File: config.mk
export PLATFORM = sky130hd
export DESIGN_NAME = matrix_add_and_multiply
export DESIGN_NICKNAME = d
export VERILOG_FILES = /design/src/rtl/core/mam_pkg.sv /design/src/rtl/core/mam_ram.sv /design/src/rtl/core/mam_seq.sv /design/src/rtl/core/matrix_add_and_multiply.sv
export SDC_FILE = /design/constraint.sdc
export NUM_CORES = 2
export LEC_CHECK = 0
export BUFFER_PORTS_ARGS = -buffer_cell sky130_fd_sc_hd__clkbuf_2
export CAP_MARGIN = 20
export CELL_PAD_IN_SITES_DETAIL_PLACEMENT = 0
export CELL_PAD_IN_SITES_GLOBAL_PLACEMENT = 1
export CORE_ASPECT_RATIO = 1.75
export CORE_UTILIZATION = 52
export CTS_CLUSTER_DIAMETER = 80
export DETAILED_ROUTE_END_ITERATION = 8
export HOLD_SLACK_MARGIN = 0.02
export MAX_ROUTING_LAYER = met4
export PLACE_DENSITY_LB_ADDON = 0.1
export SYNTH_ARGS = -nofsm -noshare
export SYNTH_HDL_FRONTEND = slang
export SYNTH_SLANG_ARGS = --single-unit
File: constraint.sdc
create_clock -name clk -period 9.87 [get_ports clk]
set_clock_uncertainty 0.1 [all_clocks]
set_input_delay 0.987 -clock clk [delete_from_list [all_inputs] [get_ports clk]]
set_output_delay 0.987 -clock clk [all_outputs]
set_load 0.005 [all_outputs]
File: src/rtl/core/mam_pkg.sv
`timescale 1ns / 1ps
// types, codes and widths shared by the matrix add and multiply block
// no dependencies

package mam_pkg;

    localparam int DIM_W  = 3;
    localparam int CNT_W  = 5;
    localparam int DATA_W = 32;

    localparam logic [1:0] REG_ROWS_FIRST  = 2'd0;
    localparam logic [1:0] REG_COLS_FIRST  = 2'd1;
    localparam logic [1:0] REG_ROWS_SECOND = 2'd2;
    localparam logic [1:0] REG_COLS_SECOND = 2'd3;

    localparam logic [1:0] KIND_SUM    = 2'd0;
    localparam logic [1:0] KIND_PROD   = 2'd1;
    localparam logic [1:0] KIND_NO_ADD = 2'd2;
    localparam logic [1:0] KIND_NO_MUL = 2'd3;

    typedef enum logic [3:0] {
        S_IDLE,
        S_SUM_RD,
        S_SUM_EMIT,
        S_NO_ADD,
        S_MUL_RD,
        S_MUL_MUL,
        S_MUL_ACC,
        S_MUL_EMIT,
        S_NO_MUL
    } seq_state_t;

    typedef struct packed {
        logic             start;
        logic [DIM_W-1:0] ra;
        logic [DIM_W-1:0] ca;
        logic [DIM_W-1:0] rb;
        logic [DIM_W-1:0] cb;
    } seq_cmd_t;

endpackage

File: src/rtl/core/mam_ram.sv
`timescale 1ns / 1ps
// element store: one write port, one registered read port
// no dependencies

module mam_ram #(
    parameter int DEPTH = 16,
    parameter int AW    = 4,
    parameter int DW    = 32
) (
    input  logic          clk,
    input  logic          we,
    input  logic [AW-1:0] waddr,
    input  logic [DW-1:0] wdata,
    input  logic          re,
    input  logic [AW-1:0] raddr,
    output logic [DW-1:0] rdata
);

    logic [DW-1:0] mem [DEPTH];
    logic [DW-1:0] rdata_reg;

    always_ff @(posedge clk)
    begin
        if (we)
        begin
            mem[waddr] <= wdata;
        end
    end

    always_ff @(posedge clk)
    begin
        if (re)
        begin
            rdata_reg <= mem[raddr];
        end
    end

    assign rdata = rdata_reg;

endmodule

File: src/rtl/core/mam_seq.sv
`timescale 1ns / 1ps
// sequencer: walks both stores, forms sums and dot products, drives result register
// depends on mam_pkg

module mam_seq
    import mam_pkg::*;
#(
    parameter int MAX_DIM = 4,
    parameter int AW      = 4
) (
    input  logic                clk,
    input  logic                rst_n,
    input  seq_cmd_t            cmd,
    output logic                busy,
    output logic                rd_en,
    output logic [AW-1:0]       addr_a,
    output logic [AW-1:0]       addr_b,
    input  logic [DATA_W-1:0]   data_a,
    input  logic [DATA_W-1:0]   data_b,
    output logic                m_axis_tvalid,
    input  logic                m_axis_tready,
    output logic [39:0]         m_axis_tdata,   // row[1:0], col[3:2], value[35:4], zero pad
    output logic [1:0]          m_axis_tuser,   // result_kind[1:0]
    output logic                m_axis_tlast
);

    localparam int IDX_W = (MAX_DIM > 1) ? $clog2(MAX_DIM) : 1;

    seq_state_t         state_reg, state_next;
    logic [IDX_W-1:0]   i_reg, i_next;
    logic [IDX_W-1:0]   j_reg, j_next;
    logic [IDX_W-1:0]   k_reg, k_next;
    logic [DATA_W-1:0]  acc_reg, acc_next;
    logic [DATA_W-1:0]  prod_reg, prod_next;
    logic [DIM_W-1:0]   ra_reg, ca_reg, rb_reg, cb_reg;

    logic               valid_reg, valid_next;
    logic [1:0]         kind_reg, kind_next;
    logic [1:0]         row_reg, row_next;
    logic [1:0]         col_reg, col_next;
    logic [DATA_W-1:0]  value_reg, value_next;
    logic               last_reg, last_next;
    logic               load_out;

    logic               can_load;
    logic               add_ok, mul_ok;
    logic               i_end_a, j_end_a, i_end_p, j_end_p, k_end;

    assign can_load = !valid_reg || m_axis_tready;
    assign add_ok   = (ra_reg == rb_reg) && (ca_reg == cb_reg);
    assign mul_ok   = (ca_reg == rb_reg);
    assign i_end_a  = (DIM_W'(i_reg) == ra_reg - DIM_W'(1));
    assign j_end_a  = (DIM_W'(j_reg) == ca_reg - DIM_W'(1));
    assign i_end_p  = i_end_a;
    assign j_end_p  = (DIM_W'(j_reg) == cb_reg - DIM_W'(1));
    assign k_end    = (DIM_W'(k_reg) == ca_reg - DIM_W'(1));

    always_ff @(posedge clk or negedge rst_n)
    begin
        if (!rst_n)
        begin
            state_reg <= S_IDLE;
            valid_reg <= 1'b0;
        end
        else
        begin
            state_reg <= state_next;
            valid_reg <= valid_next;
        end
    end

    always_ff @(posedge clk)
    begin
        i_reg    <= i_next;
        j_reg    <= j_next;
        k_reg    <= k_next;
        acc_reg  <= acc_next;
        prod_reg <= prod_next;
        if (cmd.start && state_reg == S_IDLE)
        begin
            ra_reg <= cmd.ra;
            ca_reg <= cmd.ca;
            rb_reg <= cmd.rb;
            cb_reg <= cmd.cb;
        end
        if (load_out)
        begin
            kind_reg  <= kind_next;
            row_reg   <= row_next;
            col_reg   <= col_next;
            value_reg <= value_next;
            last_reg  <= last_next;
        end
    end

    always_comb
    begin
        state_next = state_reg;
        i_next     = i_reg;
        j_next     = j_reg;
        k_next     = k_reg;
        acc_next   = acc_reg;
        prod_next  = prod_reg;
        rd_en      = 1'b0;
        addr_a     = '0;
        addr_b     = '0;
        load_out   = 1'b0;
        kind_next  = KIND_SUM;
        row_next   = 2'd0;
        col_next   = 2'd0;
        value_next = '0;
        last_next  = 1'b0;

        case (state_reg)
            S_IDLE:
            begin
                if (cmd.start)
                begin
                    i_next   = '0;
                    j_next   = '0;
                    k_next   = '0;
                    acc_next = '0;
                    if ((cmd.ra == cmd.rb) && (cmd.ca == cmd.cb))
                    begin
                        state_next = S_SUM_RD;
                    end
                    else
                    begin
                        state_next = S_NO_ADD;
                    end
                end
            end
            S_SUM_RD:
            begin
                rd_en      = 1'b1;
                addr_a     = AW'(i_reg) * AW'(ca_reg) + AW'(j_reg);
                addr_b     = addr_a;
                state_next = S_SUM_EMIT;
            end
            S_SUM_EMIT:
            begin
                if (can_load)
                begin
                    load_out   = 1'b1;
                    kind_next  = KIND_SUM;
                    row_next   = 2'(i_reg);
                    col_next   = 2'(j_reg);
                    value_next = data_a + data_b;
                    state_next = S_SUM_RD;
                    if (j_end_a)
                    begin
                        j_next = '0;
                        if (i_end_a)
                        begin
                            i_next     = '0;
                            state_next = mul_ok ? S_MUL_RD : S_NO_MUL;
                        end
                        else
                        begin
                            i_next = i_reg + IDX_W'(1);
                        end
                    end
                    else
                    begin
                        j_next = j_reg + IDX_W'(1);
                    end
                end
            end
            S_NO_ADD:
            begin
                if (can_load)
                begin
                    load_out   = 1'b1;
                    kind_next  = KIND_NO_ADD;
                    state_next = mul_ok ? S_MUL_RD : S_NO_MUL;
                end
            end
            S_MUL_RD:
            begin
                rd_en      = 1'b1;
                addr_a     = AW'(i_reg) * AW'(ca_reg) + AW'(k_reg);
                addr_b     = AW'(k_reg) * AW'(cb_reg) + AW'(j_reg);
                state_next = S_MUL_MUL;
            end
            S_MUL_MUL:
            begin
                prod_next  = data_a * data_b;
                state_next = S_MUL_ACC;
            end
            S_MUL_ACC:
            begin
                acc_next = acc_reg + prod_reg;
                if (k_end)
                begin
                    k_next     = '0;
                    state_next = S_MUL_EMIT;
                end
                else
                begin
                    k_next     = k_reg + IDX_W'(1);
                    state_next = S_MUL_RD;
                end
            end
            S_MUL_EMIT:
            begin
                if (can_load)
                begin
                    load_out   = 1'b1;
                    kind_next  = KIND_PROD;
                    row_next   = 2'(i_reg);
                    col_next   = 2'(j_reg);
                    value_next = acc_reg;
                    last_next  = i_end_p && j_end_p;
                    acc_next   = '0;
                    state_next = S_MUL_RD;
                    if (j_end_p)
                    begin
                        j_next = '0;
                        if (i_end_p)
                        begin
                            i_next     = '0;
                            state_next = S_IDLE;
                        end
                        else
                        begin
                            i_next = i_reg + IDX_W'(1);
                        end
                    end
                    else
                    begin
                        j_next = j_reg + IDX_W'(1);
                    end
                end
            end
            S_NO_MUL:
            begin
                if (can_load)
                begin
                    load_out   = 1'b1;
                    kind_next  = KIND_NO_MUL;
                    last_next  = 1'b1;
                    state_next = S_IDLE;
                end
            end
            default:
            begin
                state_next = S_IDLE;
            end
        endcase

        if (load_out)
        begin
            valid_next = 1'b1;
        end
        else if (m_axis_tready)
        begin
            valid_next = 1'b0;
        end
        else
        begin
            valid_next = valid_reg;
        end
    end

    assign busy          = (state_reg != S_IDLE);
    assign m_axis_tvalid = valid_reg;
    assign m_axis_tdata  = {4'b0000, value_reg, col_reg, row_reg};
    assign m_axis_tuser  = kind_reg;
    assign m_axis_tlast  = last_reg;

endmodule

File: src/rtl/core/matrix_add_and_multiply.sv
`timescale 1ns / 1ps
// top level: configuration registers, element loading, stores and sequencer
// depends on mam_pkg, mam_ram, mam_seq

// Loads the elements of matrices A and B (tuser picks the matrix, row-major order) into two
// element stores at one beat per cycle. The beat that completes both matrices starts the
// result walk, during which no input is taken: each sum element is one read of both stores,
// then the add; each product element is a read, multiply and accumulate per column of A, then
// the emit, set by the single read port of each store and the one shared multiply-accumulate
// step. A stalled result beat holds the walk. The stores need no clearing after reset. The user
// must write shape registers over APB only while no job is in progress; the block has no check.

module matrix_add_and_multiply
    import mam_pkg::*;
#(
    parameter int MAX_DIM = 4
) (
    input  logic                clk,
    input  logic                rst_n,
    input  logic                psel,
    input  logic                penable,
    input  logic                pwrite,
    input  logic [3:0]          paddr,
    input  logic [31:0]         pwdata,
    output logic [31:0]         prdata,
    output logic                pready,
    input  logic                s_axis_tvalid,
    output logic                s_axis_tready,
    input  logic [31:0]         s_axis_tdata,   // element[31:0]
    input  logic                s_axis_tuser,   // kind[0]
    output logic                m_axis_tvalid,
    input  logic                m_axis_tready,
    output logic [39:0]         m_axis_tdata,   // row[1:0], col[3:2], value[35:4], zero pad
    output logic [1:0]          m_axis_tuser,   // result_kind[1:0]
    output logic                m_axis_tlast
);

    localparam int CELLS = MAX_DIM * MAX_DIM;
    localparam int AW    = (CELLS > 1) ? $clog2(CELLS) : 1;
    localparam logic [DIM_W-1:0] DIM_MAX = DIM_W'(MAX_DIM);

    logic [DIM_W-1:0]   rows_first_reg, cols_first_reg, rows_second_reg, cols_second_reg;
    logic [CNT_W-1:0]   cnt_a_reg, cnt_a_next;
    logic [CNT_W-1:0]   cnt_b_reg, cnt_b_next;
    logic [DIM_W-1:0]   ra, ca, rb, cb;
    logic [CNT_W-1:0]   size_a, size_b;
    logic               cfg_wr, beat_in, take_a, take_b, complete;
    logic               busy, rd_en;
    logic [AW-1:0]      addr_a, addr_b;
    logic [DATA_W-1:0]  data_a, data_b;
    seq_cmd_t           cmd;

    function automatic logic [DIM_W-1:0] clamp_dim(input logic [DIM_W-1:0] v,
                                                   input logic [DIM_W-1:0] vmax);
        logic [DIM_W-1:0] r;
        r = v;
        if (v == '0)
        begin
            r = DIM_W'(1);
        end
        else if (v > vmax)
        begin
            r = vmax;
        end
        return r;
    endfunction

    assign pready = 1'b1;
    assign cfg_wr = psel && penable && pwrite && pready;

    always_ff @(posedge clk or negedge rst_n)
    begin
        if (!rst_n)
        begin
            rows_first_reg  <= DIM_W'(4);
            cols_first_reg  <= DIM_W'(4);
            rows_second_reg <= DIM_W'(4);
            cols_second_reg <= DIM_W'(4);
        end
        else if (cfg_wr)
        begin
            case (paddr[3:2])
                REG_ROWS_FIRST:  rows_first_reg  <= pwdata[DIM_W-1:0];
                REG_COLS_FIRST:  cols_first_reg  <= pwdata[DIM_W-1:0];
                REG_ROWS_SECOND: rows_second_reg <= pwdata[DIM_W-1:0];
                REG_COLS_SECOND: cols_second_reg <= pwdata[DIM_W-1:0];
                default:         rows_first_reg  <= rows_first_reg;
            endcase
        end
    end

    always_comb
    begin
        case (paddr[3:2])
            REG_ROWS_FIRST:  prdata = {29'd0, rows_first_reg};
            REG_COLS_FIRST:  prdata = {29'd0, cols_first_reg};
            REG_ROWS_SECOND: prdata = {29'd0, rows_second_reg};
            REG_COLS_SECOND: prdata = {29'd0, cols_second_reg};
            default:         prdata = '0;
        endcase
    end

    assign ra     = clamp_dim(rows_first_reg, DIM_MAX);
    assign ca     = clamp_dim(cols_first_reg, DIM_MAX);
    assign rb     = clamp_dim(rows_second_reg, DIM_MAX);
    assign cb     = clamp_dim(cols_second_reg, DIM_MAX);
    assign size_a = CNT_W'(ra) * CNT_W'(ca);
    assign size_b = CNT_W'(rb) * CNT_W'(cb);

    // loading and completion check
    assign s_axis_tready = !busy;
    assign beat_in       = s_axis_tvalid && s_axis_tready;
    assign take_a        = beat_in && !s_axis_tuser && (cnt_a_reg < size_a);
    assign take_b        = beat_in && s_axis_tuser && (cnt_b_reg < size_b);
    assign cnt_a_next    = cnt_a_reg + CNT_W'(take_a);
    assign cnt_b_next    = cnt_b_reg + CNT_W'(take_b);
    assign complete      = beat_in && (cnt_a_next >= size_a) && (cnt_b_next >= size_b);

    always_ff @(posedge clk or negedge rst_n)
    begin
        if (!rst_n)
        begin
            cnt_a_reg <= '0;
            cnt_b_reg <= '0;
        end
        else if (complete)
        begin
            cnt_a_reg <= '0;
            cnt_b_reg <= '0;
        end
        else
        begin
            cnt_a_reg <= cnt_a_next;
            cnt_b_reg <= cnt_b_next;
        end
    end

    assign cmd.start = complete;
    assign cmd.ra    = ra;
    assign cmd.ca    = ca;
    assign cmd.rb    = rb;
    assign cmd.cb    = cb;

    mam_ram #(
        .DEPTH (CELLS),
        .AW    (AW),
        .DW    (DATA_W)
    ) u_store_a (
        .clk   (clk),
        .we    (take_a),
        .waddr (cnt_a_reg[AW-1:0]),
        .wdata (s_axis_tdata),
        .re    (rd_en),
        .raddr (addr_a),
        .rdata (data_a)
    );

    mam_ram #(
        .DEPTH (CELLS),
        .AW    (AW),
        .DW    (DATA_W)
    ) u_store_b (
        .clk   (clk),
        .we    (take_b),
        .waddr (cnt_b_reg[AW-1:0]),
        .wdata (s_axis_tdata),
        .re    (rd_en),
        .raddr (addr_b),
        .rdata (data_b)
    );

    mam_seq #(
        .MAX_DIM (MAX_DIM),
        .AW      (AW)
    ) u_seq (
        .clk           (clk),
        .rst_n         (rst_n),
        .cmd           (cmd),
        .busy          (busy),
        .rd_en         (rd_en),
        .addr_a        (addr_a),
        .addr_b        (addr_b),
        .data_a        (data_a),
        .data_b        (data_b),
        .m_axis_tvalid (m_axis_tvalid),
        .m_axis_tready (m_axis_tready),
        .m_axis_tdata  (m_axis_tdata),
        .m_axis_tuser  (m_axis_tuser),
        .m_axis_tlast  (m_axis_tlast)
    );

endmodule
==> results.txt <==
syn_area_per_cell = 12.0 um^2
Slowest-stage cell, CP = edfxtp_1
max cap viols = 0
Post-CTS Setup Bufs = 0
synthesis-stage register bit count = 1236
reg2reg start = u_store_b.rdata[8]
most common cell after layout, fill and taps aside = edfxtp_1
CTS-repair resized insts = 0
number of antenna violations at the first check in global routing = 6
largest net degree at the start of global routing = 159
outcome = finished clean
post-route ant nets = 0
R2R Setup Slk = 1.62 ns
RSZ-0062 raised after global routing = no
hold_buf cts = 0
die area = 133000 um^2
Root Driver = clkbuf_16
met3 Track Usage GR = 2.72%
Final setup viols = 0
worst r2r path cells = 23
setup_tns = 0 ns
Placer Congestion = 0.947
grt ovf = 0
via count = 43600
met1 Use GR = 30.1%
commonest register cell after synthesis = edfxtp_1
drt total wl = 184 mm
met2 Resource Use GR = 51.6%
Max Freq = 121 MHz
post-synthesis sequential area ratio = 54.0%
Placeable Area = 130000 um^2
Setup CP Type = reg2reg
die height = 482 um
Unique masters post-synth = 92
Post-synth EDFFs = 1209
H-tree Lvls = 3
fin nets = 6397
row cnt = 175
most frequent cells in the layout = 1209 x edfxtp_1, 1107 x nand2_1, 480 x inv_1
Initial Util = 52.6%
FFs w/ async S/R, synth = 2.18%
vias in the first global route = 44000
global-route wire length before repair = 271 mm
number of DRC markers in iteration 0 = 3264
period utilisation layout = 83.6%
Post-Syn Area = 68500 um^2
worst hold path type = in2async
Critical Path RT = 10.19 ns
Global Route Usage Sum = 28.5%
Max-slew headroom = 20.0%
fin. max-slew vios = 0
TritonCTS buffer count = 107
DR pass1 iterations = 5
CP max stage delay = 1.14 ns
Hold Vio Cnt, Final = 0
Critical Path End Type = flop
crit path DAT = 8.57 ns
clock buffer depth = 3
CP Launch Type = flop
DRC errors left = 0
critical-path cell list = ha_1 > inv_1 > fa_1 > inv_1 > fa_1 > fa_1 > inv_1 > fa_1 > inv_1 > fa_1 > inv_1 > fa_1 > inv_1 > fa_1 > fa_1 > ha_1 > and3_1 > nand3_1 > or2_2 > o2111ai_1 > nand2_1 > o21ai_0 > xnor2_1
CTS tree = yes
WL/cell = 24.7 um
Post-Syn Instances = 5711
worst-margin pin slew = 1.20 ns
layout cells sized above 1 = 7.52%
via-per-instance ratio = 5.85
Period minus WS final = 8.25 ns
Worst Path Max Fanout = 17
DP Wirelength = 118 mm
I/O Buffers = 88
most crowded layer after global routing = met2
Crit path top cell by count = fa_1
clk sinks = 1236
Clock Pin Slew Worst Setup and Hold Paths = 0.07 ns
area grow syn2layout = 8.08%
die width = 276 um
I/O pin total = 154
clock latency on the worst-skew pair = 0.74 ns
FF-to-FF End = u_seq.prod_reg[31]
Largest regs = u_store_a.mem (512), u_store_b.mem (512)
Synthesis Warnings = 0
-- synth_stat cells (12+ instances only) --
| cell | n | share of area, % |
|---|---|---|
| edfxtp_1 | 1209 | 53 |
| nand2_1 | 1108 | 6.1 |
| inv_1 | 480 | 2.6 |
| fa_1 | 419 | 12 |
| and2_1 | 393 | 3.6 |
| clkbuf_1 | 240 | 1.3 |
| ha_1 | 222 | 4.1 |
| a211oi_1 | 167 | 1.8 |
| a21oi_1 | 166 | 1.2 |
| a311oi_1 | 161 | 2.1 |
| nand3_1 | 155 | 1.1 |
| xnor2_1 | 122 | 1.6 |
| a31oi_1 | 119 | 1.1 |
| nor2_1 | 114 | 0.62 |
| and3_1 | 70 | 0.64 |
| buf_4 | 52 | 0.57 |
| xor2_1 | 50 | 0.64 |
| buf_2 | 49 | 0.36 |
| a21o_1 | 47 | 0.51 |
| o21ai_0 | 40 | 0.29 |
| nand2b_1 | 31 | 0.28 |
| nor3_1 | 30 | 0.22 |
| a22o_1 | 28 | 0.36 |
| dfrtp_1 | 23 | 0.84 |
| o21bai_1 | 16 | 0.18 |
| buf_6 | 14 | 0.23 |
| o21a_1 | 13 | 0.14 |
| nor2b_1 | 12 | 0.11 |
-- kinds of logic (layout without fill, tap and decap cells) --
kind of cell | count (synthesis) | in the layout | share of synthesized area [%]
other cells | 2 | 36 | 0.0110
buf+inv | 840 | 867 | 5.13
mux | 15 | 15 | 0.294
xor+xnor | 172 | 172 | 2.20
simple gates | 1968 | 1968 | 13.3
flops | 1236 | 1236 | 54.0
fa+ha+maj | 643 | 643 | 16.3
compound gates | 835 | 835 | 8.76
-- worst max path at each step --
| stage | slack (ns) | end | startpoint | cells past startpoint |
|---|---|---|---|---|
| global route | 1.49 | u_seq.prod_reg[31] | u_store_b.rdata[8] | 23 |
| detailed placement | 1.71 | u_seq.prod_reg[31] | u_store_b.rdata[8] | 21 |
| CTS | 1.68 | u_seq.prod_reg[31] | u_store_b.rdata[8] | 21 |
| finish | 1.62 | u_seq.prod_reg[31] | u_store_b.rdata[8] | 23 |
| floorplan | 2.70 | u_seq.acc_reg[0] | cols_first_reg[2] | 22 |
| global placement | 1.77 | u_seq.prod_reg[31] | u_store_b.rdata[8] | 21 |
-- worst max-delay path, delay by kind of cell, from the launching register on --
kind	cells	cell delay, ns
adders and majority gates	10	4.42
DFF	1	1.14
AOI/OAI and AO/OA	2	0.85
and+or+nand+nor	4	0.81
buffers and inverters	6	0.48
xor gates and xnor gates	1	0.12
-- layer usage --
metal | part of all wire (%) | wire [um] | vias to the layer above
li1 | - | - | 19700
met1 | 36 | 65800 | 22100
met2 | 53 | 98200 | 1223
met3 | 4.1 | 7450 | 524
met4 | 6.7 | 12400 | 0
met5 | 0 | 0 | -
-- final cells by class --
class                      count  area, um^2
fill                       10800       56200
sequential                  1236       37000
multi-input combinational   3667       28500
clock buffer                 143        2850
tap                         1681        2100
inverter                     480        1800
timing repair buffer         188        1280
clock inverter                56         564
antenna                        2        5.00
-- through the flow --
| stage | cell area (um^2) | std cells | setup WS (ns) | utilization (%) | hold WS (ns) |
|---|---|---|---|---|---|
| after floorplan | 68600 | 5743 | 2.70 | - | 0.396 |
| after global placement | 70600 | 7252 | 1.77 | 54.2 | 0.414 |
| after detailed placement | 70600 | 7252 | 1.71 | 54.2 | 0.419 |
| after CTS | 74100 | 7451 | 1.68 | 56.8 | 0.198 |
| after global routing | 74100 | 7452 | 1.49 | 56.8 | 0.247 |
| final | 74100 | 7453 | 1.62 | 56.8 | 0.206 |
Power is not shown: default switching activity piles up to over one toggle a cycle in this logic, so the estimate is an artifact.
